File: src/rtl/kteq_pkg.sv
// kteq_pkg: beat types, command and status codes for the keyed tone event queue.
// No dependencies; imported by keyed_tone_event_queue.
package kteq_pkg;

   localparam int CHAN_W   = 5;
   localparam int TONE_W   = 8;
   localparam int STATUS_W = 2;

   localparam logic CMD_ENQ = 1'b0;
   localparam logic CMD_DEQ = 1'b1;

   localparam logic [STATUS_W-1:0] ST_DONE      = 2'd0;
   localparam logic [STATUS_W-1:0] ST_FULL      = 2'd1;
   localparam logic [STATUS_W-1:0] ST_NOT_FOUND = 2'd2;

   typedef struct packed {
      logic              cmd;
      logic [CHAN_W-1:0] channel;
      logic [TONE_W-1:0] tone_code;
   } req_type;

   typedef struct packed {
      logic [STATUS_W-1:0] status;
      logic [TONE_W-1:0]   tone_out;
   } rsp_type;

endpackage

File: src/rtl/keyed_tone_event_queue.sv
// keyed_tone_event_queue: ordered tone event queue with keyed removal by channel.
// Depends on kteq_pkg (beat types, command and status codes).
//
//   channel | dir | handshake            | beat
//   --------+-----+----------------------+--------------------------------
//   req     | in  | req_valid/req_ready  | kteq_pkg::req_type (cmd, channel, tone)
//   rsp     | out | rsp_valid/rsp_ready  | kteq_pkg::rsp_type (status, tone_out)
//
// One req beat per clock sustained while rsp is not stalled; a rsp beat passes
// from the input register, which loads when its req beat is taken, to the
// result register, which presents it on rsp.
// The queue update and the result are computed combinationally from the input
// register: a parallel compare over all QUEUE_DEPTH slots, a priority pick of
// the oldest match and a one-step shift that closes the gap.
// Reset (synchronous, active high) empties the queue and both stage valids.
// A stalled rsp holds the result register; the input register then holds too,
// and req_ready drops only once both are occupied.
module keyed_tone_event_queue #(
   parameter int QUEUE_DEPTH = 16
) (
   input  logic              clock,
   input  logic              reset,
   input  logic              req_valid,
   output logic              req_ready,
   input  kteq_pkg::req_type req_data,
   output logic              rsp_valid,
   input  logic              rsp_ready,
   output kteq_pkg::rsp_type rsp_data
);
   import kteq_pkg::*;

   localparam int CNT_W = $clog2(QUEUE_DEPTH + 1);

   // input stage
   logic    in_valid_ff, in_valid_in;
   req_type in_beat_ff;

   // queue storage; slots below cnt_ff hold entries, oldest in slot 0
   logic [CHAN_W-1:0] chan_ff [QUEUE_DEPTH];
   logic [TONE_W-1:0] tone_ff [QUEUE_DEPTH];
   logic [CNT_W-1:0]  cnt_ff, cnt_in;

   // result stage
   logic    out_valid_ff, out_valid_in;
   rsp_type out_beat_ff, out_beat_in;

   logic                   advance;
   logic                   full;
   logic [QUEUE_DEPTH-1:0] match;
   logic [QUEUE_DEPTH-1:0] first;   // one-hot oldest match
   logic [QUEUE_DEPTH-1:0] shift;   // slots at or behind the removed one
   logic [TONE_W-1:0]      hit_tone;
   logic                   hit;
   logic                   do_enq;
   logic                   do_deq;

   assign advance   = in_valid_ff && (!out_valid_ff || rsp_ready);
   assign req_ready = !in_valid_ff || advance;
   assign rsp_valid = out_valid_ff;
   assign rsp_data  = out_beat_ff;

   assign full = (cnt_ff == CNT_W'(QUEUE_DEPTH));

   always_comb begin
      for (int i = 0; i < QUEUE_DEPTH; i++) begin
         match[i] = (CNT_W'(i) < cnt_ff) && (chan_ff[i] == in_beat_ff.channel);
      end
   end

   // lowest set bit, and everything from it upward
   assign first = match & (~match + QUEUE_DEPTH'(1));
   assign shift = ~(first - QUEUE_DEPTH'(1));
   assign hit   = |match;

   always_comb begin
      hit_tone = '0;
      for (int i = 0; i < QUEUE_DEPTH; i++) begin
         hit_tone = hit_tone | (first[i] ? tone_ff[i] : '0);
      end
   end

   assign do_enq = advance && (in_beat_ff.cmd == CMD_ENQ) && !full;
   assign do_deq = advance && (in_beat_ff.cmd == CMD_DEQ) && hit;

   always_comb begin
      cnt_in = cnt_ff;
      if (do_enq) begin
         cnt_in = cnt_ff + CNT_W'(1);
      end else if (do_deq) begin
         cnt_in = cnt_ff - CNT_W'(1);
      end
   end

   always_comb begin
      out_beat_in = '0;
      if (in_beat_ff.cmd == CMD_ENQ) begin
         out_beat_in.status = full ? ST_FULL : ST_DONE;
      end else if (hit) begin
         out_beat_in.status   = ST_DONE;
         out_beat_in.tone_out = hit_tone;
      end else begin
         out_beat_in.status = ST_NOT_FOUND;
      end
   end

   always_comb begin
      in_valid_in = in_valid_ff;
      if (req_valid && req_ready) begin
         in_valid_in = 1'b1;
      end else if (advance) begin
         in_valid_in = 1'b0;
      end
      out_valid_in = out_valid_ff;
      if (advance) begin
         out_valid_in = 1'b1;
      end else if (rsp_ready) begin
         out_valid_in = 1'b0;
      end
   end

   // control state
   always_ff @(posedge clock) begin
      if (reset) begin
         in_valid_ff  <= 1'b0;
         out_valid_ff <= 1'b0;
         cnt_ff       <= '0;
      end else begin
         in_valid_ff  <= in_valid_in;
         out_valid_ff <= out_valid_in;
         cnt_ff       <= cnt_in;
      end
   end

   // payload registers
   always_ff @(posedge clock) begin
      if (req_valid && req_ready) begin
         in_beat_ff <= req_data;
      end
      if (advance) begin
         out_beat_ff <= out_beat_in;
      end
   end

   // queue slots: append at the tail, or pull later slots down one place
   always_ff @(posedge clock) begin
      for (int i = 0; i < QUEUE_DEPTH; i++) begin
         if (do_enq && (cnt_ff == CNT_W'(i))) begin
            chan_ff[i] <= in_beat_ff.channel;
            tone_ff[i] <= in_beat_ff.tone_code;
         end else if (do_deq && shift[i] && (i < QUEUE_DEPTH - 1)) begin
            chan_ff[i] <= chan_ff[(i + 1) % QUEUE_DEPTH];
            tone_ff[i] <= tone_ff[(i + 1) % QUEUE_DEPTH];
         end
      end
   end

`ifndef SYNTH
   a_cnt_bound: assert property (@(posedge clock) disable iff (reset)
      cnt_ff <= CNT_W'(QUEUE_DEPTH))
      else $error("entry count above queue depth");

   a_enq_grows: assert property (@(posedge clock) disable iff (reset)
      do_enq |=> cnt_ff == $past(cnt_ff) + CNT_W'(1))
      else $error("enqueue did not add an entry");

   a_deq_shrinks: assert property (@(posedge clock) disable iff (reset)
      do_deq |=> cnt_ff == $past(cnt_ff) - CNT_W'(1))
      else $error("dequeue hit did not remove an entry");

   a_fail_no_tone: assert property (@(posedge clock) disable iff (reset)
      (rsp_valid && (rsp_data.status != ST_DONE)) |-> (rsp_data.tone_out == '0))
      else $error("failed operation returned a tone");
`endif

endmodule
File: config.mk
export PLATFORM = sky130hd
export DESIGN_NAME = keyed_tone_event_queue
export DESIGN_NICKNAME = d
export VERILOG_FILES = /design/src/rtl/kteq_pkg.sv /design/src/rtl/keyed_tone_event_queue.sv
export SDC_FILE = /design/constraint.sdc
export NUM_CORES = 1
export LEC_CHECK = 0
export ABC_AREA = 1
export BUFFER_PORTS_ARGS = -buffer_cell sky130_fd_sc_hd__buf_2
export CAP_MARGIN = 30
export CORE_ASPECT_RATIO = 1.75
export CORE_MARGIN = 1.5
export CORE_UTILIZATION = 50
export DETAILED_ROUTE_END_ITERATION = 16
export HOLD_SLACK_MARGIN = 0.03
export PLACE_DENSITY = 0.68
export SLEW_MARGIN = 20
export SYNTH_ARGS = -nofsm -noshare
export SYNTH_HDL_FRONTEND = slang
export SYNTH_SLANG_ARGS = --single-unit
File: constraint.sdc
create_clock -name clock -period 3.8 [get_ports clock]
set_clock_uncertainty 0.1 [all_clocks]
set_input_delay 0.76 -clock clock [delete_from_list [all_inputs] [get_ports clock]]
set_output_delay 0.76 -clock clock [all_outputs]
set_load 0.03 [all_outputs]
-- Word-level counts from Yosys, hierarchy flattened
Memories as Yosys holds them, arrays and structs flattened.
Cells that the tools add are included.
- $add $sub $neg: 4
- magnitude comparators: 16
- equality and inequality tests: 32
- mux-type cells: 138
- bitwise logic cells: 49
- reductions and logical operators: 66
- operators with widths (operator ; number):
    8-bit two-way mux ; 32
    8-bit bitwise OR ; 15
    5-bit two-way mux ; 18
    1-bit two-way mux ; 84
    5-bit == test ; 16
    1-bit logical AND ; 53
    5-bit by 4-bit == test with 1-bit output (second input constant) ; 8
    4-bit by 5-bit less-than comparator with 1-bit output (first input constant) ; 8
    1-bit bitwise OR ; 30
    5-bit by 3-bit == test with 1-bit output (second input constant) ; 4
    3-bit by 5-bit less-than comparator with 1-bit output (first input constant) ; 4
    16-bit by 1-bit adder with 16-bit output (second input constant) ; 1
    16-bit bitwise AND ; 1
    16-bit NOT ; 1
    16-bit OR reduction ; 1
    15-bit NOT ; 1
    15-bit by 1-bit subtractor with 15-bit output (second input constant) ; 1
    5-bit by 2-bit == test with 1-bit output (second input constant) ; 2
    1-bit by 5-bit less-than comparator with 1-bit output (first input constant) ; 2
    2-bit by 5-bit less-than comparator with 1-bit output (first input constant) ; 2
    4-bit two-way mux ; 2
    8-bit OR reduction ; 1
    2-bit nonzero test ; 3
    5-bit by 1-bit adder with 5-bit output (second input constant) ; 1
    10 further kinds ; 14
- register bits: 31
- bits in writable memories: 208
- bits of input ports: 18
- memories: 2
- memories (name ; words ; width ; read ports ; clocked after Yosys merged registers in ; write ports ; RTL line ; source):
    tone_ff ; 16 ; 8 ; 16 ; 0 ; 15 ; keyed_tone_event_queue.sv:40 ; logic [TONE_W-1:0] tone_ff [QUEUE_DEPTH];
    chan_ff ; 16 ; 5 ; 16 ; 0 ; 15 ; keyed_tone_event_queue.sv:39 ; logic [CHAN_W-1:0] chan_ff [QUEUE_DEPTH];

-- Longest topological paths before layout
Gate-level depths: netlist of the first run.
- word-level depth: 21
- mapped depth: 19
- mapped depth without buffers: 17

-- Least setup slack after synthesis of the first run
No wires, ideal clock.
- path type: input to register
- start point: in rsp_ready
- end point: mem chan_ff[12][0], in the netlist chan_ff[1][20], enable pin
- library setup time: 404 ps
- arrival: 2647 ps
- required time: 3296 ps
- path slack: 649 ps
- stages: 8
- path buffers: 0
- cell sequence: inv_1 -> nand2_1 -> nand2_1 -> inv_1 -> nand3_1 -> inv_1 -> nand2_1 -> o31ai_1
- RTL lines (element ; RTL line ; source):
    from (decl) ; keyed_tone_event_queue.sv:27 ; input logic rsp_ready,
    to (decl) ; keyed_tone_event_queue.sv:39 ;

==> results.toml, run 1 <==
[outcome]
run_status = "completed"

[clock_network]
clock_tree.htree_level_count = 1
post_cts_buffers = 0
clk_root_buffer_cell = "clkbuf_16"
cts-resized-gates = 0
largest_buffer_count_on_any_clock_path = 3
cts_inserted_buffers = 24
path_clk_slew_ns = 0.07
tritoncts = "yes"
clk-insertion-delay-late_ns = 0.55
cts.sinks = 239
cts.hold.buffers_added = 0

[power]
vdd_drop_max_v = 0.000404
standby_leakage_power_nw = 6.32
power.combinational.fraction_pct = 8.7
netSwitchingPower_w = 0.00142
totalPowerFinal_w = 0.00585
power.share.clock_pct = 40.8
power_per_cell_area_nw_per_um2 = 399
sw_frac_of_total_pct = 24.3
internal_power_w = 0.00443
power_frac_seq_pct = 50.5

[synth]
synth_enable_flop_cells = 232
compound_gate_fraction_of_synth_area_pct = 10.8
gate_count_of_the_mapped_netlist = 1533
yosys.area_share.xor_xnor_pct = 2.02
synth-simple-area-share_pct = 25.7
ys_async_sr_fraction_pct = 0
synth_sequential_area_ratio_pct = 52.8
synth_warnings = 0
synthAdderAreaFrac_pct = 0.465
syn_nets = 1556
synth_top_family_by_area = "simple AND/OR/NAND/NOR gates"
syn_area_um2 = 13400
synth.lib_cells_used.distinct = 37
muxShareOfSynthArea_pct = 0
syn_avg_cell_area_um2 = 8.77
synth_ff_type = "edfxtp_1"
ys_ff_latch = 239

[finish]
nNetsFinal = 1590
final_cell_utilization_of_the_core_pct = 55.4
synthToLayoutAreaGrowth_pct = 9.08
post_route_cells_drive_above_1_share_pct = 11.9
antenna_cells_inserted = 0

[sta]
worst_hold_slack_ns = 0.279
finalHoldViolCount = 0
finalSetupTns_ns = 0
timing.final.crit_period_ns = 3.57
setup_viol_count_final = 0
rsz0062_at_grt = "no"
report.final.slew_viol_count = 0
timing_worst_slew_pin_value_ns = 1.07
timing.fmax_mhz = 280
final.period_utilization_pct = 94.0
slew-limit-headroom_pct = 28.2

[critical_path]
cp_slowest_stage_delay_ns = 0.83
reg2regPathDepth = 13
setup.worst_path.end_class = "flop"
crit_chain = "xor2_1 -> nor2_1 -> nand2_1 -> nor2_1 -> nor2_4 -> inv_2 -> nor2_1 -> nand3_4 -> nand2_8 -> inv_6 -> o21ai_4 -> o21ai_1 -> buf_4"
top_fanout_value_on_the_critical_path = 14
start_kind = "flop"
crit_path_top_delay_cell = "nor2_1"
timing.critical_path.arrival_ns = 3.73
worstSetupPathType = "reg2reg"
worst_ep_required_time_ns = 3.96
path_common_cell = "nor2_1"

[die]
top_level_ports = 30
floorplan.die.height_um = 220
die_area_um2 = 27900
die_w_um = 127
start_util_pct = 50.8
core.rowCount = 79
core-area_um2 = 26500

[route]
wl_per_cell_um = 19.7
dr.first_iter.drc_count = 817
routed_wl_um = 37600
drcViolationCount = 0
vias_per_cell = 5.67
antenna_left = 0
routed-via-count = 10800
detail_route.first_pass.iterations = 5

[placement]
hpwl_um = 28500
finalWeightedCongestion = 0.996
placement.io_buffers = 29

[worst_hold_path]
worstHoldPathType = "in2reg"
hold_crit_depth = 1

[global_route]
first_global_vias = 10700
pin_count_of_the_biggest_net_entering_global_routing = 28
number_of_antenna_violations_at_the_first_check_in_global_routing = 0
global_route_wire_length_before_repair_um = 58100
grt.total_usage_pct = 27.6
grt_overflow_total = 0

[flow_run]
max-cap-violations = 0
==> through the flow <==
| step | cells | cell area (um^2) | worst slack, ns |
|---|---|---|---|
| 5_1_grt | 1908 | 14700 | 0.0208 |
| 6_report | 1908 | 14700 | 0.229 |
| 4_1_cts | 1906 | 14600 | 0.0982 |
| 3_5_place_dp | 1863 | 13900 | 0.115 |
| 2_1_floorplan | 1533 | 13400 | 0.649 |
| 3_3_place_gp | 1863 | 13900 | 0.200 |
==> flip-flops by register name (all words and copies together) (netlist names) <==
name and count:
tone_ff 128, cnt_ff 5, rsp_data 10, rsp_valid 1, in_valid_ff 1, in_beat_ff 14
chan_ff 80
==> cells in the final DEF, fill, tap and decap left out, drive strengths merged, types with 47 or more instances in the layout <==
master,Yosys,layout
o21a,47,47
nand2,418,418
nand4,64,64
inv,148,147
buf,61,81
nand3,83,83
edfxtp,232,232
a21oi,61,61
nor2,219,219
o21ai,133,134
==> routing by layer <==
layer | part of all wire (%) | routed length (um) | vias up | GRT usage [%]
met5 | 0 | 0 | - | 0
met4 | 8.6 | 3240 | 0 | 21.2
met3 | 4.7 | 1760 | 164 | 3.37
met2 | 53 | 20100 | 403 | 51.5
met1 | 33 | 12500 | 5042 | 27.6
li1 | - | - | 5213 | -
==> cell type report <==
type                            count  area [um^2]
Tap cell                          324          405
Sequential cell                   239         7110
Clock inverter                     14          130
Timing Repair Buffer               81          536
Clock buffer                       29          641
Inverter                          148          574
Fill cell                        2436        11800
Multi-Input combinational cell   1073         5280
==> cell families after synthesis <==
family | after synthesis
AO/OA/AOI/OAI | 248
XOR/XNOR | 31
adder cells (fa/ha/maj) | 5
buffers and inverters | 222
flip-flops | 239
AND/OR/NAND/NOR | 788
==> critical path: cells and delay by family, from the launching register on <==
family                 cells  cell delay (ns)
buffers and inverters      3             0.67
AND/OR/NAND/NOR            7             1.34
AO/OA/AOI/OAI              2             0.47
XOR/XNOR                   1             0.20
flip-flops                 1             0.48
==> power by group through the flow <==
stage | logic, W | registers, W | clock network [W]
6_report | 0.000509 | 0.00296 | 0.00239
5_1_grt | 0.000562 | 0.00296 | 0.00251
4_1_cts | 0.000504 | 0.00295 | 0.00241
3_5_place_dp | 0.000501 | 0.00301 | 0
3_3_place_gp | 0.000490 | 0.00301 | 0
2_1_floorplan | 0.000355 | 0.00301 | 0
==> cell usage after synthesis, types with 2 or more instances <==
library cell	instances	area share, %
ha_1	5	0.47
nand2_1	400	11
buf_6	22	1.8
o21a_1	47	2.6
inv_1	138	3.9
nor2_4	6	0.50
nand3_1	82	3.1
nor2_1	195	5.4
nand2_2	8	0.37
nand2_4	9	0.75
xnor2_1	21	1.4
a21oi_1	54	2.0
inv_4	4	0.19
buf_2	23	0.86
clkbuf_1	13	0.36
dfxtp_1	7	1.0
o31ai_1	2	0.11
nand4_1	64	3.0
xor2_1	10	0.65
edfxtp_1	232	52
inv_2	5	0.14
nand3b_1	3	0.17
o21ai_1	52	1.9
o21ai_0	74	2.8
o22ai_1	5	0.23
nor2_2	17	0.79
buf_4	11	0.61
a21oi_2	7	0.46
o21ai_2	3	0.20
buf_1	4	0.11
o21ai_4	4	0.48
==> path summary, 6_finish.rpt <==
check / slack [ns] / startpoint / endpoint
max reg2reg: 0.23 / in_beat_ff[8] / tone_ff[1][0]
min reg2reg: 0.41 / rsp_valid / rsp_valid
min: 0.28 / req_data[2] / in_beat_ff[2]
max: 0.23 / in_beat_ff[8] / tone_ff[1][0]
Power figures use the tool's default switching activity.
==> run 2, diff against run 1 <==
--- a/config.mk
+++ b/config.mk
@@ -10,10 +10,10 @@
 export CAP_MARGIN = 30
 export CORE_ASPECT_RATIO = 1.75
 export CORE_MARGIN = 1.5
-export CORE_UTILIZATION = 50
+export CORE_UTILIZATION = 63
 export DETAILED_ROUTE_END_ITERATION = 16
 export HOLD_SLACK_MARGIN = 0.03
-export PLACE_DENSITY = 0.68
+export PLACE_DENSITY = 0.82
 export SLEW_MARGIN = 20
 export SYNTH_ARGS = -nofsm -noshare
 export SYNTH_HDL_FRONTEND = slang
==> run 2 against run 1 <==
  * Worst hold slack better by 0.036 ns
  * Cell area down 1.1%
  * Power down 1.4%
  * Clock-buffer cell count down 2
  * Sequential share of layout area up 0.53 points
  * Final cell count down 4.0%
  * Fmax up 3.2%
  * Combinational power about the same
  * Die area down 20%
  * Largest cell class unchanged
==> results.toml, run 2 (same netlist as run 1, synthesis figures left out) <==
[outcome]
run_status = "completed"

[critical_path]
worstSetupPathType = "reg2reg"
reg2regPathDepth = 12
start_kind = "flop"
timing.critical_path.arrival_ns = 3.51
worst_ep_required_time_ns = 3.85
top_fanout_value_on_the_critical_path = 13
setup.worst_path.end_class = "flop"

[sta]
finalHoldViolCount = 0
final.period_utilization_pct = 91.1
worst_hold_slack_ns = 0.315
report.final.slew_viol_count = 0
timing.final.crit_period_ns = 3.46
rsz0062_at_grt = "no"
timing_worst_slew_pin_value_ns = 0.924
timing.fmax_mhz = 289
setup_viol_count_final = 0
slew-limit-headroom_pct = 38.2
finalSetupTns_ns = 0

[placement]
hpwl_um = 27600
placement.io_buffers = 29
dp_cell_count = 1791
finalWeightedCongestion = 0.971

[power]
power_per_cell_area_nw_per_um2 = 398
standby_leakage_power_nw = 6.31
vdd_drop_max_v = 0.000396

[clock_network]
path_clk_slew_ns = 0.07
tritoncts = "yes"
clock_tree.htree_level_count = 1
largest_buffer_count_on_any_clock_path = 3
cts.sinks = 239
post_cts_buffers = 0
cts.hold.buffers_added = 0
clk-insertion-delay-late_ns = 0.52
cts_inserted_buffers = 22
cts-resized-gates = 0
clk_root_buffer_cell = "clkbuf_16"

[finish]
nNetsFinal = 1586
largest_register_ff_count = 128
antenna_cells_inserted = 0
layout.cells.most_common_list = "nand2_1, edfxtp_1, nor2_1, inv_1, nand3_1"
post_route_cells_drive_above_1_share_pct = 11.6
synthToLayoutAreaGrowth_pct = 7.91
fillerInstances = 1624
biggestRegsByFlops = "tone_ff x128, chan_ff x80, in_beat_ff x14"
layout.cells.non_filler = 1831
registers.top_by_ff_count = "tone_ff"
layout_commonest_cell = "nand2_1"

[route]
antenna_left = 0
met3_wirelength_um = 2130
dr.max_layer_used = "met4"
met1_wirelength_um = 11700
drcViolationCount = 0
wl_per_cell_um = 19.8
vias_per_cell = 6.05
detail_route.first_pass.iterations = 8
routed-via-count = 11100
dr.first_iter.drc_count = 931
routed-wl-met2_um = 19000
routed_wl_um = 36300

[die]
core.rowCount = 70
die_w_um = 113
top_level_ports = 30
core-area_um2 = 20900
floorplan.die.height_um = 196
die_area_um2 = 22300
start_util_pct = 64.2

[global_route]
grt_overflow_total = 0
first_global_vias = 11100
grt.total_usage_pct = 33.5
number_of_antenna_violations_at_the_first_check_in_global_routing = 0
global_route_wire_length_before_repair_um = 56700
pin_count_of_the_biggest_net_entering_global_routing = 29

[flow_run]
max-cap-violations = 0

[worst_hold_path]
worstHoldPathType = "in2reg"
hold_crit_depth = 1
run 2: power by group:
part	total (W)	switching, W	internal (W)
sequential	0.00295	0.0000285	0.00292
clock	0.00231	0.000982	0.00133
combinational	0.000510	0.000347	0.000163
run 2: critical path, stage by stage (launching register included):
cell and delay (ns):
edfxtp_1 0.53, xor2_1 0.21, nor2_1 0.12, nand2_1 0.11, nor2_1 0.73, nor2_4 0.06, inv_2 0.11, nor2_1 0.08
nand3_4 0.10, nand2_8 0.09, inv_6 0.23, o21ai_2 0.10, nand2_1 0.49
run 2: area by class of cell:
class | instances | area, um^2 | area share, %
Clock buffer | 27 | 601 | 4.14
Clock inverter | 13 | 139 | 0.957
Inverter | 148 | 571 | 3.93
Multi-Input combinational cell | 1072 | 5250 | 36.2
Sequential cell | 239 | 7110 | 49.0
Tap cell | 252 | 315 | 2.17
Timing Repair Buffer | 80 | 528 | 3.64
run 2: layer usage:
layer / vias up / global-route usage [%]
li1: 5194 / -
met2: 538 / 61.3
met3: 202 / 3.61
met1: 5140 / 33.6
met4: 0 / 27.2
met5: - / 0
run 2: worst paths after layout:
kind	startpoint	endpoint	slack, ns
max reg2reg	in_beat_ff[11]	tone_ff[1][12]	0.34
min reg2reg	rsp_valid	rsp_valid	0.42
min	req_data[13]	in_beat_ff[13]	0.32
max	in_beat_ff[11]	tone_ff[1][12]	0.34
run 2: through the flow:
step | instance area (um^2) | setup slack [ns] | power (W) | utilization, %
detailed placement | 13800 | 0.388 | 0.00351 | 65.8
CTS | 14500 | 0.346 | 0.00578 | 69.3
global route | 14500 | 0.142 | 0.00593 | 69.3
global placement | 13800 | 0.498 | 0.00349 | 65.8
finish | 14500 | 0.339 | 0.00577 | 69.3
floorplan | 13400 | 0.649 | 0.00336 | -
==> run 3, diff against run 2 <==
--- a/config.mk
+++ b/config.mk
@@ -13,6 +13,7 @@
 export CORE_UTILIZATION = 63
 export DETAILED_ROUTE_END_ITERATION = 16
 export HOLD_SLACK_MARGIN = 0.03
+export MAX_ROUTING_LAYER = met4
 export PLACE_DENSITY = 0.82
 export SLEW_MARGIN = 20
 export SYNTH_ARGS = -nofsm -noshare
==> run 3 against run 2 <==
  * Clock power decreased by 6%
  * Critical path depth increased by 1
  * Sequential share of layout area increased by 0.15 points
  * Clock-buffer cell count decreased by 4
  * Register-to-register slack got worse by 0.09 ns
  * Cell area decreased by 0.30%
  * Sequential power about the same
  * Wire length decreased by 0.11%
  * Power decreased by 2.6%
  * Critical endpoint is now tone_ff[0][61]
  * Largest cell class unchanged
  * Highest routed layer unchanged
==> results.toml, run 3 (same netlist as run 1, synthesis figures left out) <==
[outcome]
run_status = "completed"

[global_route]
first_global_vias = 11100
global_route_wire_length_before_repair_um = 57500
pin_count_of_the_biggest_net_entering_global_routing = 29
grt.total_usage_pct = 34.9
number_of_antenna_violations_at_the_first_check_in_global_routing = 0
grt_overflow_total = 0

[power]
standby_leakage_power_nw = 6.26
vdd_drop_max_v = 0.000505
power_per_cell_area_nw_per_um2 = 389

[route]
dr.max_layer_used = "met4"
vias_per_cell = 5.97
routed-wl-met2_um = 19200
detail_route.first_pass.iterations = 6
routed_wl_um = 36200
routed-via-count = 10900
met1_wirelength_um = 12100
dr.first_iter.drc_count = 1113
met3_wirelength_um = 1890
wl_per_cell_um = 19.8
drcViolationCount = 0
antenna_left = 0

[clock_network]
clock_tree.htree_level_count = 1
cts.hold.buffers_added = 0
clk-insertion-delay-late_ns = 0.54
post_cts_buffers = 0
cts.sinks = 239
path_clk_slew_ns = 0.07
tritoncts = "yes"
largest_buffer_count_on_any_clock_path = 3
clk_root_buffer_cell = "clkbuf_16"
cts_inserted_buffers = 22
cts-resized-gates = 0

[finish]
post_route_cells_drive_above_1_share_pct = 11.6
biggestRegsByFlops = "tone_ff x128, chan_ff x80, in_beat_ff x14"
registers.top_by_ff_count = "tone_ff"
layout.cells.most_common_list = "nand2_1, edfxtp_1, nor2_1, inv_1, nand3_1"
nNetsFinal = 1586
antenna_cells_inserted = 0
largest_register_ff_count = 128
layout_commonest_cell = "nand2_1"
synthToLayoutAreaGrowth_pct = 7.58

[sta]
final.period_utilization_pct = 93.4
finalSetupTns_ns = 0
report.final.slew_viol_count = 0
timing_worst_slew_pin_value_ns = 0.918
finalHoldViolCount = 0
rsz0062_at_grt = "no"
final.setup.worst_slack_ns = 0.249
setup_viol_count_final = 0
timing.fmax_mhz = 282
timing.final.crit_period_ns = 3.55
slew-limit-headroom_pct = 38.6

[critical_path]
timing.rr.start = "in_beat_ff[11]"
reg2regPathDepth = 13
start_kind = "flop"
worst_ep_required_time_ns = 3.95
worstSetupPathType = "reg2reg"
setup.worst_path.end_class = "flop"
r2r_slack_ns = 0.25
top_fanout_value_on_the_critical_path = 13
worst_r2r_endpoint = "tone_ff[0][61]"
timing.critical_path.arrival_ns = 3.70

[die]
core.rowCount = 70
floorplan.die.height_um = 196
top_level_ports = 30
die_w_um = 113
core-area_um2 = 20900
start_util_pct = 64.2
die_area_um2 = 22300

[worst_hold_path]
holdCritStartpoint = "req_data[0]"
worstHoldPathType = "in2reg"
hold-path-endpoint = "in_beat_ff[0]"
hold_crit_depth = 1

[placement]
hpwl_um = 27300
pre_cts_slack_ns = 0.344
placement.io_buffers = 29
finalWeightedCongestion = 0.942

[flow_run]
max-cap-violations = 0
## run 3: stage by stage
step	hold slack, ns	cell area, um^2	cells	total power [W]	util, %
2_1_floorplan	0.328	13400	1533	0.00336	-
4_1_cts	0.287	14500	1830	0.00562	69.1
3_3_place_gp	0.392	13800	1791	0.00349	65.9
3_5_place_dp	0.423	13800	1791	0.00351	65.9
5_1_grt	0.285	14500	1830	0.00576	69.1
6_report	0.293	14500	1830	0.00562	69.1
## run 3: area by class of cell
type / instances / area, um^2
Timing Repair Buffer: 80 / 541
Clock buffer: 23 / 554
Sequential cell: 239 / 7110
Multi-Input combinational cell: 1072 / 5250
Inverter: 148 / 571
Tap cell: 252 / 315
Fill cell: 1615 / 6460
Clock inverter: 16 / 129
## run 3: critical path, stage by stage (launching register included)
cell      delay, ns
edfxtp_1       0.48
xor2_1         0.20
nor2_1         0.13
nand2_1        0.13
nor2_1         0.74
nor2_4         0.06
inv_2          0.11
nor2_1         0.07
nand3_4        0.10
nand2_8        0.09
inv_6          0.22
o21ai_2        0.09
o21ai_1        0.42
buf_4          0.31
## run 3: where the power goes
group | internal (W) | leakage [nW] | switching [W]
logic | 0.000164 | 3.78 | 0.000347
clock network | 0.00114 | 0.312 | 0.00102
registers | 0.00292 | 2.16 | 0.0000268
total | 0.00423 | 6.26 | 0.00140
## run 3: per-layer routing
layer	track usage (%)	vias to the layer above
met5	-	-
met4	24.5	0
met1	34.8	5038
met3	4.17	190
li1	-	5191
met2	62.3	500
## run 3: worst max path at each step
stage                   start        endpoint  slack (ns)
2_1_floorplan       rsp_ready  chan_ff[1][20]        0.65
3_3_place_gp   in_beat_ff[10]  tone_ff[0][56]        0.45
3_5_place_dp   in_beat_ff[11]  tone_ff[0][59]        0.34
4_1_cts        in_beat_ff[10]  tone_ff[0][59]        0.34
5_1_grt        in_beat_ff[11]  tone_ff[0][63]        0.06
6_report       in_beat_ff[11]  tone_ff[0][61]        0.25
